[src/rtl/lphs_pkg.sv]
// ----------------------------------------------------------------------------
// lphs_pkg
// Shared constants, codes and types of the linear probing hash set core.
// ----------------------------------------------------------------------------
package lphs_pkg;

   localparam int TABLE_SIZE = 251;
   localparam int KEY_W      = 31;
   localparam int CMD_W      = 2;
   localparam int OCC_W      = 8;
   localparam int ST_W       = 2;
   localparam int BKT_W      = $clog2(TABLE_SIZE);
   localparam int RAM_W      = ST_W + KEY_W;

   // remainder unit: bits of the key consumed per cycle
   localparam int MOD_DIGITS = 8;
   localparam int MOD_CYCLES = (KEY_W + MOD_DIGITS - 1) / MOD_DIGITS;
   localparam int MOD_PAD_W  = MOD_CYCLES * MOD_DIGITS;
   localparam int MOD_CNT_W  = $clog2(MOD_CYCLES + 1);

   localparam int Q_DEPTH = 2;
   localparam int Q_PTR_W = (Q_DEPTH > 1) ? $clog2(Q_DEPTH) : 1;
   localparam int Q_CNT_W = $clog2(Q_DEPTH + 1);

   localparam logic [CMD_W-1:0] CMD_INSERT = 2'd0;
   localparam logic [CMD_W-1:0] CMD_ERASE  = 2'd1;
   localparam logic [CMD_W-1:0] CMD_FIND   = 2'd2;

   localparam logic [ST_W-1:0] ST_UNUSED  = 2'd0;
   localparam logic [ST_W-1:0] ST_USING   = 2'd1;
   localparam logic [ST_W-1:0] ST_DELETED = 2'd2;

   typedef struct packed {
      logic [CMD_W-1:0] cmd;
      logic [KEY_W-1:0] key;
      logic [BKT_W-1:0] home;
   } lphs_entry_type;

endpackage

[src/rtl/lphs_front.sv]
// ----------------------------------------------------------------------------
// lphs_front
// Accepts request words and works out the home bucket, key modulo table size,
// with a digit serial remainder, then hands the entry to the queue.
// ----------------------------------------------------------------------------
module lphs_front (
   input  logic                       clock,
   input  logic                       reset,
   input  logic                       req_valid,
   output logic                       req_stall,
   input  logic [lphs_pkg::CMD_W-1:0] req_cmd,
   input  logic [lphs_pkg::KEY_W-1:0] req_key,
   output logic                       q_push,
   output lphs_pkg::lphs_entry_type   q_entry,
   input  logic                       q_full
);
   import lphs_pkg::*;

   localparam logic [1:0] F_IDLE = 2'd0;
   localparam logic [1:0] F_MOD  = 2'd1;
   localparam logic [1:0] F_PUSH = 2'd2;

   localparam logic [BKT_W:0] MODULUS = (BKT_W + 1)'(TABLE_SIZE);

   logic [1:0]           state_ff, state_in;
   logic [MOD_CNT_W-1:0] cnt_ff, cnt_in;
   logic [CMD_W-1:0]     cmd_ff, cmd_in;
   logic [KEY_W-1:0]     key_ff, key_in;
   logic [MOD_PAD_W-1:0] key_sh_ff, key_sh_in;
   logic [BKT_W-1:0]     rem_ff, rem_in;
   logic [BKT_W:0]       rem_step;

   // remainder over one group of key bits, msb first
   always_comb begin
      rem_step = {1'b0, rem_ff};
      for (int i = 0; i < MOD_DIGITS; i++) begin
         rem_step = {rem_step[BKT_W-1:0], key_sh_ff[MOD_PAD_W-1-i]};
         if (rem_step >= MODULUS) begin
            rem_step = rem_step - MODULUS;
         end
      end
   end

   always_comb begin
      state_in  = state_ff;
      cnt_in    = cnt_ff;
      cmd_in    = cmd_ff;
      key_in    = key_ff;
      key_sh_in = key_sh_ff;
      rem_in    = rem_ff;
      q_push    = 1'b0;
      case (state_ff)
         F_IDLE: begin
            if (req_valid) begin
               cmd_in    = req_cmd;
               key_in    = req_key;
               key_sh_in = MOD_PAD_W'(req_key);
               rem_in    = '0;
               cnt_in    = '0;
               state_in  = F_MOD;
            end
         end
         F_MOD: begin
            rem_in    = rem_step[BKT_W-1:0];
            key_sh_in = key_sh_ff << MOD_DIGITS;
            cnt_in    = cnt_ff + 1'b1;
            if (cnt_ff == MOD_CNT_W'(MOD_CYCLES - 1)) begin
               state_in = F_PUSH;
            end
         end
         F_PUSH: begin
            if (!q_full) begin
               q_push   = 1'b1;
               state_in = F_IDLE;
            end
         end
         default: begin
            state_in = F_IDLE;
         end
      endcase
   end

   always_ff @(posedge clock) begin
      if (reset) begin
         state_ff <= F_IDLE;
      end else begin
         state_ff <= state_in;
      end
      cnt_ff    <= cnt_in;
      cmd_ff    <= cmd_in;
      key_ff    <= key_in;
      key_sh_ff <= key_sh_in;
      rem_ff    <= rem_in;
   end

   assign req_stall    = (state_ff != F_IDLE);
   assign q_entry.cmd  = cmd_ff;
   assign q_entry.key  = key_ff;
   assign q_entry.home = rem_ff;

endmodule

[config.mk]
export PLATFORM = sky130hd
export DESIGN_NAME = lphs_front
export DESIGN_NICKNAME = d
export VERILOG_FILES = /design/src/rtl/lphs_pkg.sv /design/src/rtl/lphs_front.sv
export SDC_FILE = /design/constraint.sdc
export NUM_CORES = 1
export LEC_CHECK = 0
export ABC_AREA = 1
export BUFFER_PORTS_ARGS = -buffer_cell sky130_fd_sc_hd__buf_2
export CORE_MARGIN = 2
export CORE_UTILIZATION = 30
export DETAILED_ROUTE_END_ITERATION = 10
export SLEW_MARGIN = 40
export SYNTH_ARGS = -nofsm -noshare
export SYNTH_HDL_FRONTEND = slang
export SYNTH_SLANG_ARGS = --single-unit
[constraint.sdc]
create_clock -name clock -period 21 [get_ports clock]
set_clock_uncertainty 0.15 [all_clocks]
set_input_delay 3.15 -clock clock [delete_from_list [all_inputs] [get_ports clock]]
set_output_delay 3.15 -clock clock [all_outputs]
set_load 0.01 [all_outputs]
==> results_dict.tcl <==
set metrics [dict create \
    status "completed" \
    cts_tree "done" \
    port_buffers 79 \
    gp_congestion 0.858 \
    synth-xor-area-share 0.0290 \
    drv_slew 0 \
    yosysWarnings 0 \
    yosys_most_used_dff "edfxtp_1" \
    postSynthNetCount 821 \
    dpl.hpwl_um 9740 \
    cts_made_buffers 9 \
    rsz0062_at_grt "false" \
    synth.avg_cell_area_sq_um 7.42 \
    grt.busiest_layer "met2" \
    slowest_delay_ns 0.44 \
    multi_input_area_sq_um 2920 \
    drive_above_1_share 0.225 \
    die_w_um 142 \
    drtPass1Iterations 4 \
    async_reset_ff_frac 0 \
    worstMarginPinSlew_ns 0.602 \
    whs_ns 0.367 \
    use_met2 0.214 \
    setup_violations 0 \
    synth_top_area_cell "edfxtp_1" \
    area_growth_pct 16.9 \
    initial_utilization 0.306 \
    diodes 0 \
    post_cts_resized 0 \
    placed_cell_area_sq_um 6380 \
    synth-simple-area-share 0.423 \
    crit_fanout 14 \
    vias 4997 \
    grt_overflow 0 \
    synth_area_sq_um 5740 \
    die_area_sq_um 20300 \
    root_buffer "clkbuf_16" \
    nets 897 \
    ys_top_cells_by_area "edfxtp_1 (40%), nand2_1 (19%), inv_1 (5.8%)" \
    design_area_sq_um 6710 \
    clkLatencyLatePin_ns 0.35 \
    post-route-period-util 0.407 \
    hold_path.class "reg2reg" \
    muxShareOfSynthArea 0 \
    rows 50 \
    crit_type "reg2reg" \
    layout_commonest_cell "nand2_1" \
    seq_area_frac_synth 0.404 \
    r2r_slack_ns 12.45 \
    die_h_um 142 \
    cp_num_buf_inv 8 \
    crit_required_ns 21.03 \
    grt_pass1_wl_um 22000 \
    h-tree-depth 3 \
    antenna_found_initial 1 \
    tns_ns 0 \
    post_cts_buffers 0 \
    ys_ff_latch 78 \
    ios 80 \
    grtUsageMet3 0.0397 \
    layout_common_cells "nand2_1 (297), inv_1 (88), buf_2 (79), edfxtp_1 (76)" \
    crit_arrival_ns 8.57 \
    critPathLaunchType "flip-flop" \
    drt-vias-per-instance 4.59 \
    fmax_ghz 0.117 \
    use_met1 0.174 \
    regArea_sq_um 2320 \
    fin_crit_ns 8.55 \
    synth_top_area_frac 0.397 \
    wl_um 13000 \
    drtAntennaViolNets 0 \
    drt_first_iter_violations 276 \
    synth_edf_count 76 \
    synth-compound-area-share 0.0314 \
    synthCells 774 \
    maxSlewHeadroom 0.599 \
    grt_pass1_vias 4770 \
    cpMaxStageDelayCell "edfxtp_1" \
    grt_max_degree 44 \
    wl_per_cell_um 11.9 \
    cts.sinks 78 \
    critical_path.top_delay_family "simple AND/OR/NAND/NOR gates" \
    cp_common_cell "nand2_1" \
    cap_violations 0 \
    n_fill_cell 2000 \
    clk_pin_slew_ns 0.06 \
    synth.distinct_cells 36 \
    cts_hold_buf 0 \
    drc 0 \
    grtUsageTotal 0.133 \
    synth_top_family_by_area "simple AND/OR/NAND/NOR gates" \
    final_hold_viol_count 0 \
    synthAdderAreaFrac 0.0218 \
    end_kind "flip-flop" \
    clk_path_buf_depth 2 \
    coreArea_sq_um 18800 \
]
==> metal layers <==
layer | wire length, um | share of wire
met1 | 6270 | 0.48
met2 | 5700 | 0.44
met3 | 842 | 0.065
met4 | 162 | 0.012
met5 | 17 | 0.0013
==> cells by family after synthesis <==
logic type | Yosys count
AOI/OAI and AO/OA | 30
DFF | 78
buffers and inverters | 126
xor gates and xnor gates | 19
adders and majority gates | 10
and+or+nand+nor | 511
==> state kept, by name, summed over array words and instances, names as in the netlist <==
register and flops:
cmd_ff 2, cnt_ff 3, key_ff 31, key_sh_ff 32
rem_ff 8, state_ff 2
==> cell usage after synthesis (6+ instances only) <==
cell type  instances
inv_2             20
nor2_1            45
nand3_2            8
a21oi_1           11
buf_2              6
ha_1              10
xor2_1            18
inv_1             88
nand4_1           52
edfxtp_1          76
nor2_2            11
nor2_4             6
nand2_1          298
nand2_2           26
nand3_1           52
==> final timing paths <==
check	end	cells after the start	from
min reg2reg	key_sh_ff[21]	2	key_sh_ff[13]
max	rem_ff[3]	58	rem_ff[0]
max reg2reg	rem_ff[3]	58	rem_ff[0]
min	key_sh_ff[21]	2	key_sh_ff[13]
==> final cells by class <==
cell class / instances / area share
clock inverters: 7 / 0.0155
multi-input cells: 570 / 0.435
repair buffers: 81 / 0.0641
clock buffers: 9 / 0.0336
inverters: 110 / 0.0621
well taps: 234 / 0.0436
flip-flops and latches: 78 / 0.346
==> tightest hold or removal path, delay by kind of cell (launching register included) <==
family	cells	cell delay, ns
simple gates	2	0.10
flops	1	0.32
==> through the flow <==
stage	util	setup slack [ns]	std cells
4_1_cts	0.358	12.51	1089
2_1_floorplan	-	13.78	774
3_5_place_dp	0.340	12.54	1073
3_3_place_gp	0.338	12.92	1072
6_report	0.358	12.45	1089
5_1_grt	0.358	11.49	1089
Power is not shown: default switching activity piles up to over one toggle a cycle in this logic, so the estimate is an artifact.
