--- config.mk ---
export PLATFORM = sky130hd
export DESIGN_NAME = lphs_queue
export DESIGN_NICKNAME = d
export VERILOG_FILES = /design/src/rtl/lphs_pkg.sv /design/src/rtl/lphs_queue.sv
export SDC_FILE = /design/constraint.sdc
export NUM_CORES = 1
export LEC_CHECK = 0
export BUFFER_PORTS_ARGS = -buffer_cell sky130_fd_sc_hd__buf_2
export CAP_MARGIN = 30
export CORE_MARGIN = 8
export CORE_UTILIZATION = 40
export DETAILED_ROUTE_END_ITERATION = 12
export GPL_TIMING_DRIVEN = 0
export PLACE_DENSITY_LB_ADDON = 0.3
export SYNTH_ARGS = -nofsm -noshare
export SYNTH_HDL_FRONTEND = slang
export SYNTH_SLANG_ARGS = --single-unit
--- constraint.sdc ---
create_clock -name clock -period 4.7 [get_ports clock]
set_input_delay 0.705 -clock clock [delete_from_list [all_inputs] [get_ports clock]]
set_output_delay 0.705 -clock clock [all_outputs]
set_load 0.01 [all_outputs]
--- src/rtl/lphs_pkg.sv ---
// ----------------------------------------------------------------------------
// lphs_pkg
// Shared constants, codes and types of the linear probing hash set core.
// ----------------------------------------------------------------------------
package lphs_pkg;

   localparam int TABLE_SIZE = 251;
   localparam int KEY_W      = 31;
   localparam int CMD_W      = 2;
   localparam int OCC_W      = 8;
   localparam int ST_W       = 2;
   localparam int BKT_W      = $clog2(TABLE_SIZE);
   localparam int RAM_W      = ST_W + KEY_W;

   // remainder unit: bits of the key consumed per cycle
   localparam int MOD_DIGITS = 8;
   localparam int MOD_CYCLES = (KEY_W + MOD_DIGITS - 1) / MOD_DIGITS;
   localparam int MOD_PAD_W  = MOD_CYCLES * MOD_DIGITS;
   localparam int MOD_CNT_W  = $clog2(MOD_CYCLES + 1);

   localparam int Q_DEPTH = 2;
   localparam int Q_PTR_W = (Q_DEPTH > 1) ? $clog2(Q_DEPTH) : 1;
   localparam int Q_CNT_W = $clog2(Q_DEPTH + 1);

   localparam logic [CMD_W-1:0] CMD_INSERT = 2'd0;
   localparam logic [CMD_W-1:0] CMD_ERASE  = 2'd1;
   localparam logic [CMD_W-1:0] CMD_FIND   = 2'd2;

   localparam logic [ST_W-1:0] ST_UNUSED  = 2'd0;
   localparam logic [ST_W-1:0] ST_USING   = 2'd1;
   localparam logic [ST_W-1:0] ST_DELETED = 2'd2;

   typedef struct packed {
      logic [CMD_W-1:0] cmd;
      logic [KEY_W-1:0] key;
      logic [BKT_W-1:0] home;
   } lphs_entry_type;

endpackage

--- src/rtl/lphs_queue.sv ---
// ----------------------------------------------------------------------------
// lphs_queue
// Short queue of classified words between the front and the back.
// ----------------------------------------------------------------------------
module lphs_queue (
   input  logic                     clock,
   input  logic                     reset,
   input  logic                     push,
   input  lphs_pkg::lphs_entry_type push_entry,
   output logic                     full,
   input  logic                     pop,
   output lphs_pkg::lphs_entry_type pop_entry,
   output logic                     empty
);
   import lphs_pkg::*;

   lphs_entry_type     entries_ff [Q_DEPTH];
   logic [Q_PTR_W-1:0] wr_ptr_ff, wr_ptr_in;
   logic [Q_PTR_W-1:0] rd_ptr_ff, rd_ptr_in;
   logic [Q_CNT_W-1:0] cnt_ff, cnt_in;

   always_comb begin
      wr_ptr_in = wr_ptr_ff;
      rd_ptr_in = rd_ptr_ff;
      cnt_in    = cnt_ff;
      if (push) begin
         wr_ptr_in = (wr_ptr_ff == Q_PTR_W'(Q_DEPTH - 1)) ? '0 : wr_ptr_ff + 1'b1;
      end
      if (pop) begin
         rd_ptr_in = (rd_ptr_ff == Q_PTR_W'(Q_DEPTH - 1)) ? '0 : rd_ptr_ff + 1'b1;
      end
      if (push && !pop) begin
         cnt_in = cnt_ff + 1'b1;
      end else if (pop && !push) begin
         cnt_in = cnt_ff - 1'b1;
      end
   end

   always_ff @(posedge clock) begin
      if (reset) begin
         wr_ptr_ff <= '0;
         rd_ptr_ff <= '0;
         cnt_ff    <= '0;
      end else begin
         wr_ptr_ff <= wr_ptr_in;
         rd_ptr_ff <= rd_ptr_in;
         cnt_ff    <= cnt_in;
      end
      if (push) begin
         entries_ff[wr_ptr_ff] <= push_entry;
      end
   end

   assign full      = (cnt_ff == Q_CNT_W'(Q_DEPTH));
   assign empty     = (cnt_ff == '0);
   assign pop_entry = entries_ff[rd_ptr_ff];

   a_no_overflow: assert property (@(posedge clock) disable iff (reset)
      push |-> !full || pop)
      else $error("queue push while full");

   a_no_underflow: assert property (@(posedge clock) disable iff (reset)
      pop |-> !empty)
      else $error("queue pop while empty");

endmodule

==> impl_metrics.tcl, run 1 <==
set metrics [dict create \
    reg2regPathDepth 2 \
    crit_fanout 10 \
    synth_top_family_by_area "multiplexers" \
    status "finished clean" \
    cp_cell_sequence "buf_2 > buf_2 > mux2_2 > buf_2" \
    wl_um 5820 \
    crit_path_start_kind "flop" \
    r2r-end "entries_ff[1][2]" \
    grt_start_max_net_pins 28 \
    synth_edf_count 82 \
    r2r_slack_ns 3.30 \
    die-height_um 105 \
    yosys_warnings 0 \
    grtUsageMet1 0.116 \
    area_growth_pct 25.4 \
    grt_pass1_wl_um 9470 \
    synth_largest_area_cell "edfxtp_1" \
    cts_sinks 87 \
    use_met2 0.190 \
    drc_errors 0 \
    synth_area_um2 3160 \
    p_leak_nw 1.50 \
    grt_pass1_vias 1880 \
    place.detailed.hpwl_um 4100 \
    yosysUniqueCellTypes 16 \
    grt_busiest_layer "met2" \
    cpPeakStageDelay_ns 0.39 \
    antenna_left 0 \
    portBuffers 87 \
    tightest_slew_ns 0.519 \
    cpMostUsedCell "buf_2" \
    stdcell_count 358 \
    cts_resized 0 \
    p_total_w 0.00160 \
    io_pins 88 \
    arrival_ns 1.60 \
    cts_tree "built" \
    die_w_um 105 \
    relSlewSlack 0.653 \
    ys_seq_area_frac 0.812 \
    synth_top_area_frac 0.780 \
    pwr_density_cell_nw_per_um2 403 \
    drt_iter0_markers 65 \
    htreeDepth 3 \
    peakVddDrop_v 0.000206 \
    setup_viol 0 \
    cts_root_buf "clkbuf_8" \
    synth_seq_cells 87 \
    hp-class "flop to flop" \
    clkTransAtPathRegs_ns 0.08 \
    utilization 0.515 \
    track_usage 0.112 \
    dieArea_um2 11000 \
    synth_simple_gate_area_frac 0.0147 \
    numCtsBuffers 9 \
    antenna_found_initial 1 \
    critPathTopFamily "buffers and inverters" \
    dr.pass1.iters 4 \
    synth.area.mux_share 0.146 \
    yosys-top-cells-area "edfxtp_1 78%, mux2_2 14%, dfxtp_1 3.2%, mux2_1 1.1%, buf_2 0.79%" \
    whs_path_depth 2 \
    avgSynthCellArea_um2 21.0 \
    final.period_utilization 0.490 \
    final_max_slew_viol_count 0 \
    cap_violations 0 \
    postCtsHoldBufs 0 \
    met3_usage 0.0485 \
    cpMaxStageDelayCell "mux2_2" \
    synth.most_common_cell "edfxtp_1" \
    grt_overflow 0 \
    viasPerCell 4.59 \
    cts_buffer_depth 2 \
    synthCells 150 \
    post_cts_buffers 0 \
    synthFlopType "edfxtp_1" \
    clk_latency_ns 0.34 \
    wl_per_cell_um 16.3 \
    vias 1643 \
    row_count 32 \
    synthAdderAreaFrac 0.00396 \
    nNetsFinal 296 \
    hold_viol_final 0 \
    criticalPathCategory "flop to output pin" \
    rsz0062_at_grt "false" \
    drive_gt1_frac 0.580 \
    cp-end-kind "output pin" \
    required_ns 3.99 \
    fin_tns_setup_ns 0 \
    hold_start "cnt_ff[1]" \
    hold_end "cnt_ff[1]" \
    synthXorXnorAreaFrac 0.0111 \
    place_congestion 0.656 \
    async_reset_ff_frac 0 \
    yosys-top-cells-count "82 x edfxtp_1, 38 x mux2_2, 5 x buf_2, 5 x dfxtp_1, 5 x nor2_1" \
    synth_compound_area_frac 0.00317 \
    r2r_start "wr_ptr_ff" \
    fmax_mhz 434 \
    start_util 0.411 \
    path_buf_inv 3 \
    worst_clock_skew_ns 0.00839 \
    syn_nets 196 \
    post-place-cells 341 \
    period_minus_slack_ns 2.30 \
    core_area_um2 7690 \
]
-- state kept, by name (all words and copies together), names as in the netlist, named ones only --
signal and count:
wr_ptr_ff 1, cnt_ff 2, rd_ptr_ff 1, entries_ff 82
-- logic make-up after synthesis --
family / Yosys count
flip-flops: 87
AO/OA/AOI/OAI: 2
buffers and inverters: 6
adder cells (fa/ha/maj): 1
multiplexers: 41
AND/OR/NAND/NOR: 9
XOR/XNOR: 4
-- per-stage QoR --
stage               hold WS, ns  area, µm²  setup slack [ns]
floorplan                 0.461       3160              1.72
global placement          0.484       3720             0.431
detailed placement        0.499       3770              2.71
CTS                       0.513       3960              2.33
global route              0.512       3960              2.26
finish                    0.514       3960              2.40
-- worst register-to-register path, cell delays in order (launching register included) --
cell     delay [ns]
dfxtp_1        0.41
and2_2         0.43
buf_12         0.26
-- worst max-delay path by stage --
stage	to	slack (ns)	from	depth (start not counted)
detailed placement	pop_entry[35]	2.71	flop	4
global route	pop_entry[18]	2.26	flop	4
global placement	entries_ff[0][22]	0.43	push	2
CTS	pop_entry[35]	2.33	flop	4
floorplan	entries_ff[0][0]	1.72	push	1
finish	pop_entry[35]	2.40	flop	4
-- per-layer routing --
layer	share of wire	up-vias
met5	0	-
met4	0.010	0
met3	0.064	4
met2	0.51	49
met1	0.41	810
li1	-	780
-- where the power goes --
| part | internal (W) | switching (W) | leakage (nW) |
|---|---|---|---|
| Sequential | 0.000901 | 0.0000122 | 0.811 |
| Clock | 0.000243 | 0.000246 | 0.0876 |
| Combinational | 0.0000935 | 0.000101 | 0.597 |
| Total | 0.00124 | 0.000359 | 1.50 |
-- area by class of cell --
cell class / count / area [µm²]
tap: 102 / 128
clock inverter: 6 / 61.3
multi-input combinational: 57 / 574
fill: 676 / 3730
sequential: 87 / 2560
timing repair buffer: 89 / 475
buffer: 5 / 25.0
clock buffer: 10 / 128
antenna: 1 / 2.50
inverter: 1 / 3.75
-- placed cells by master (no fill, tap or decap), drive strengths merged, types with 2 or more instances in the layout --
cell      count
clkinv        3
buf          94
mux2         41
xor2          2
clkbuf       10
xnor2         2
edfxtp       82
nor2          5
clkinvlp      2
dfxtp         5
No activity file was read; power rests on OpenSTA's default activity.
==> run 2: changes to the inputs <==
==> constraint.sdc (replaced) <==
create_clock -name clock -period 2.2 [get_ports clock]
set_input_delay 0.33 -clock clock [delete_from_list [all_inputs] [get_ports clock]]
set_output_delay 0.33 -clock clock [all_outputs]
set_load 0.01 [all_outputs]
==> run 2 against run 1 <==
  * Worst setup slack got worse by 2.1 ns
  * Count of clock-buffer cells in the layout is the same
  * First-iteration DRC count fell by 51%
  * Via count grew 1.3%
  * Critical path depth is the same
  * Die area stayed put
  * Non-clock buffer count did not move
  * Largest cell class unchanged
==> impl_metrics.tcl, run 2 (synthesis gave the netlist of run 1 again) <==
set metrics [dict create \
    cts_tree "built" \
    top_register "entries_ff" \
    dr.pass1.iters 4 \
    place_congestion 0.675 \
    r2r_start "wr_ptr_ff" \
    required_ns 1.87 \
    antenna_found_initial 0 \
    start_util 0.411 \
    track_usage 0.116 \
    cp-end-kind "output pin" \
    vias 1665 \
    htreeDepth 3 \
    relSlewSlack 0.540 \
    drive_gt1_frac 0.585 \
    cts_resized 0 \
    cts_root_buf "clkbuf_8" \
    grt_pass1_wl_um 9870 \
    dieArea_um2 11000 \
    drt_iter0_markers 32 \
    area_growth_pct 24.7 \
    final.period_utilization 0.864 \
    clkTransAtPathRegs_ns 0.08 \
    p_total_w 0.00328 \
    reg2regPathDepth 2 \
    postCtsHoldBufs 0 \
    peakVddDrop_v 0.000424 \
    place_area_um2 3780 \
    viasPerCell 4.69 \
    crit_path_start_kind "flop" \
    post_cts_buffers 0 \
    cpMostUsedCell "buf_2" \
    drc_errors 0 \
    hold_start "push_entry[23]" \
    grt_pass1_vias 1946 \
    die-height_um 105 \
    clk_latency_ns 0.34 \
    diodes 0 \
    reg.largest.list "entries_ff: 82 flops, cnt_ff: 2 flops" \
    cpPeakStageDelay_ns 0.38 \
    status "finished clean" \
    crit_fanout 10 \
    antenna_left 0 \
    grt_start_max_net_pins 23 \
    core_area_um2 7690 \
    final_max_slew_viol_count 0 \
    mostFrequentLayoutCell "buf_2" \
    hp-class "input port to flop" \
    tightest_slew_ns 0.689 \
    hold_viol_final 0 \
    final_cell_mix "92 x buf_2, 82 x edfxtp_1, 38 x mux2_2" \
    p_leak_nw 1.49 \
    hold_end "entries_ff[0][23]" \
    cts_buffer_depth 2 \
    row_count 32 \
    period_minus_slack_ns 1.90 \
    place.detailed.hpwl_um 4300 \
    wl_per_cell_um 16.9 \
    r2r_slack_ns 0.69 \
    arrival_ns 1.57 \
    final_cell_area_um2 3940 \
    cts_sinks 87 \
    portBuffers 87 \
    setup_viol 0 \
    criticalPathCategory "flop to output pin" \
    wl_um 5990 \
    r2r-end "entries_ff[1][31]" \
    die_w_um 105 \
    cp_cell_sequence "buf_2 > buf_2 > mux2_2 > buf_2" \
    whs_path_depth 1 \
    largest_register_ffs 82 \
    worst_clock_skew_ns 0.00697 \
    fmax_mhz 526 \
    numCtsBuffers 9 \
    io_pins 88 \
    cpMaxStageDelayCell "mux2_2" \
    nNetsFinal 296 \
    pwr_density_cell_nw_per_um2 832 \
    rsz0062_at_grt "false" \
    cap_violations 0 \
    grt_overflow 0 \
]
-- run 2: final cells by class --
| class | instances | area [µm²] |
|---|---|---|
| Multi-Input combinational cell | 57 | 574 |
| Clock inverter | 4 | 25.0 |
| Sequential cell | 87 | 2560 |
| Fill cell | 666 | 3750 |
| Buffer | 5 | 25.0 |
| Clock buffer | 10 | 128 |
| Tap cell | 102 | 128 |
| Inverter | 1 | 3.75 |
| Timing Repair Buffer | 89 | 490 |
-- run 2: worst max-delay path by stage --
stage / slack (ns) / cells past startpoint / to
after global routing: 0.18 / 4 / pop_entry[16]
after floorplan: 0.36 / 1 / entries_ff[0][0]
after CTS: 0.24 / 4 / pop_entry[16]
after detailed placement: 0.55 / 3 / entries_ff[0][31]
final: 0.30 / 4 / pop_entry[16]
after global placement: -0.44 / 2 / entries_ff[0][37]
-- run 2: metal layers --
layer | up-vias | routed length, µm | track usage
li1 | 779 | - | -
met1 | 831 | 2280 | 0.115
met2 | 48 | 3300 | 0.212
met3 | 7 | 332 | 0.0473
met4 | 0 | 76 | 0.0408
met5 | - | 0 | 0
-- run 2: where the power goes --
part,total [W],internal [W],switching [W]
Sequential,0.00195,0.00193,0.0000281
Combinational,0.000422,0.000204,0.000218
Clock,0.000899,0.000394,0.000505
Total,0.00328,0.00252,0.000752
-- run 2: stage by stage --
step,std cells,hold slack (ns),setup slack [ns],TNS (ns),util
2_1_floorplan,150,0.399,0.357,0,-
3_3_place_gp,339,0.485,-0.438,-27.99,0.484
3_5_place_dp,341,0.508,0.549,0,0.492
4_1_cts,355,0.157,0.241,0,0.512
5_1_grt,355,0.148,0.183,0,0.512
6_report,355,0.176,0.300,0,0.512
-- run 2: worst max-delay path, delay by kind of cell (launching register included) --
kind	cells	cell delay, ns
muxes	1	0.38
DFF	1	0.30
buffers and inverters	3	0.55
==> run 3: changes to the inputs <==
--- a/config.mk
+++ b/config.mk
@@ -12,6 +12,8 @@
 export DETAILED_ROUTE_END_ITERATION = 12
 export GPL_TIMING_DRIVEN = 0
 export PLACE_DENSITY_LB_ADDON = 0.3
+export REMOVE_ABC_BUFFERS = 1
+export SKIP_CTS_REPAIR_TIMING = 1
 export SYNTH_ARGS = -nofsm -noshare
 export SYNTH_HDL_FRONTEND = slang
 export SYNTH_SLANG_ARGS = --single-unit
==> run 3 against run 2 <==
  * Routed wire length down 4.2%
  * Global-route usage shrank 0.84 points
  * Worst hold slack lost 0.0014 ns
  * Critical path depth decreased by 1
  * Total power increased by 0.43%
  * Largest power group unchanged
  * Highest routed layer unchanged
==> impl_metrics.tcl, run 3 (synthesis gave the netlist of run 1 again) <==
set metrics [dict create \
    die_w_um 105 \
    grt_overflow 0 \
    start_util 0.411 \
    hold_start "push_entry[26]" \
    worst_clock_skew_ns 0.00501 \
    place.detailed.hpwl_um 3850 \
    place_congestion 0.638 \
    hold_end "entries_ff[0][26]" \
    largest_register_ffs 82 \
    switchingPower_w 0.000763 \
    track_usage 0.107 \
    antenna_left 0 \
    fin_tns_setup_ns 0 \
    diodes 0 \
    grt_pass1_wl_um 9250 \
    final_cell_area_um2 3930 \
    nNetsFinal 292 \
    required_ns 1.87 \
    tightest_slew_ns 0.437 \
    cts_buffer_depth 2 \
    reg2regPathDepth 2 \
    die-height_um 105 \
    peakVddDrop_v 0.000353 \
    portBuffers 87 \
    status "finished clean" \
    p_leak_nw 1.48 \
    pwr-share-seq 0.598 \
    numCtsBuffers 9 \
    clk_latency_ns 0.34 \
    area_growth_pct 24.5 \
    top_register "entries_ff" \
    setup_viol 0 \
    dr.pass1.iters 4 \
    arrival_ns 1.60 \
    clockPowerShare 0.280 \
    pwr_density_cell_nw_per_um2 837 \
    vias 1627 \
    final_cell_mix "87 x buf_2, 82 x edfxtp_1, 38 x mux2_2" \
    cap_violations 0 \
    r2r_slack_ns 0.84 \
    mostFrequentLayoutCell "buf_2" \
    hp-class "input port to flop" \
    viasPerCell 4.61 \
    relSlewSlack 0.708 \
    htreeDepth 3 \
    row_count 32 \
    dieArea_um2 11000 \
    wl_um 5740 \
    r2r_start "wr_ptr_ff" \
    whs_path_depth 1 \
    grt_start_max_net_pins 32 \
    cts_sinks 87 \
    antenna_found_initial 0 \
    place_area_um2 3760 \
    drive_gt1_frac 0.578 \
    p_total_w 0.00329 \
    p_int_w 0.00253 \
    wl_per_cell_um 16.3 \
    criticalPathCategory "flop to output pin" \
    hold_viol_final 0 \
    r2r-end "entries_ff[1][0]" \
    crit_path_start_kind "flop" \
    grt_pass1_vias 1794 \
    reg.largest.list "entries_ff: 82 flops, cnt_ff: 2 flops" \
    post-place-cells 337 \
    io_pins 88 \
    crit_fanout 23 \
    combPwrFrac 0.122 \
    stdcell_count 353 \
    core_area_um2 7690 \
    fmax_mhz 517 \
    final_max_slew_viol_count 0 \
    drc_errors 0 \
    cts_tree "built" \
    period_minus_slack_ns 1.93 \
    clkTransAtPathRegs_ns 0.09 \
    final.period_utilization 0.879 \
    cts_root_buf "clkbuf_8" \
    rsz0062_at_grt "false" \
    swShare 0.232 \
    drt_iter0_markers 52 \
    cp-end-kind "output pin" \
]
[run 3: worst max-delay path by stage]
stage	to	cells past startpoint
CTS	pop_entry[11]	3
detailed placement	pop_entry[11]	3
global placement	entries_ff[0][23]	2
floorplan	entries_ff[0][0]	1
global route	pop_entry[11]	3
finish	pop_entry[16]	3
[run 3: area by class of cell]
| cell class | instances | area [µm²] |
|---|---|---|
| fillers | 666 | 3760 |
| flip-flops and latches | 87 | 2570 |
| multi-input cells | 57 | 574 |
| repair buffers | 90 | 495 |
| well taps | 102 | 128 |
| clock buffers | 9 | 124 |
| clock inverters | 7 | 38.8 |
| inverters | 1 | 3.75 |
[run 3: metrics by stage]
stage,hold WS (ns),setup WS (ns),util
2_1_floorplan,0.399,-0.407,-
3_3_place_gp,0.487,-1.77,0.481
3_5_place_dp,0.500,0.441,0.490
4_1_cts,0.143,0.0404,0.511
5_1_grt,0.145,0.163,0.511
6_report,0.175,0.267,0.511
[run 3: power by group through the flow]
stage	clock network, W	logic (W)	registers [W]
floorplan	0	0.000207	0.00201
global placement	0	0.000371	0.00202
detailed placement	0	0.000411	0.00201
CTS	0.000969	0.000414	0.00197
global route	0.00103	0.000441	0.00198
finish	0.000922	0.000402	0.00197
[run 3: worst max-delay path: stages (launching register included)]
cell	delay (ns)
dfxtp_4	0.53
buf_12	0.22
mux2_2	0.35
buf_2	0.15
[run 3: metal layers]
metal | part of all wire | global-route usage | vias up
met2 | 0.47 | 0.167 | 55
met3 | 0.058 | 0.0338 | 8
met5 | 0 | 0 | -
met1 | 0.46 | 0.133 | 791
li1 | - | - | 773
met4 | 0.011 | 0.0520 | 0
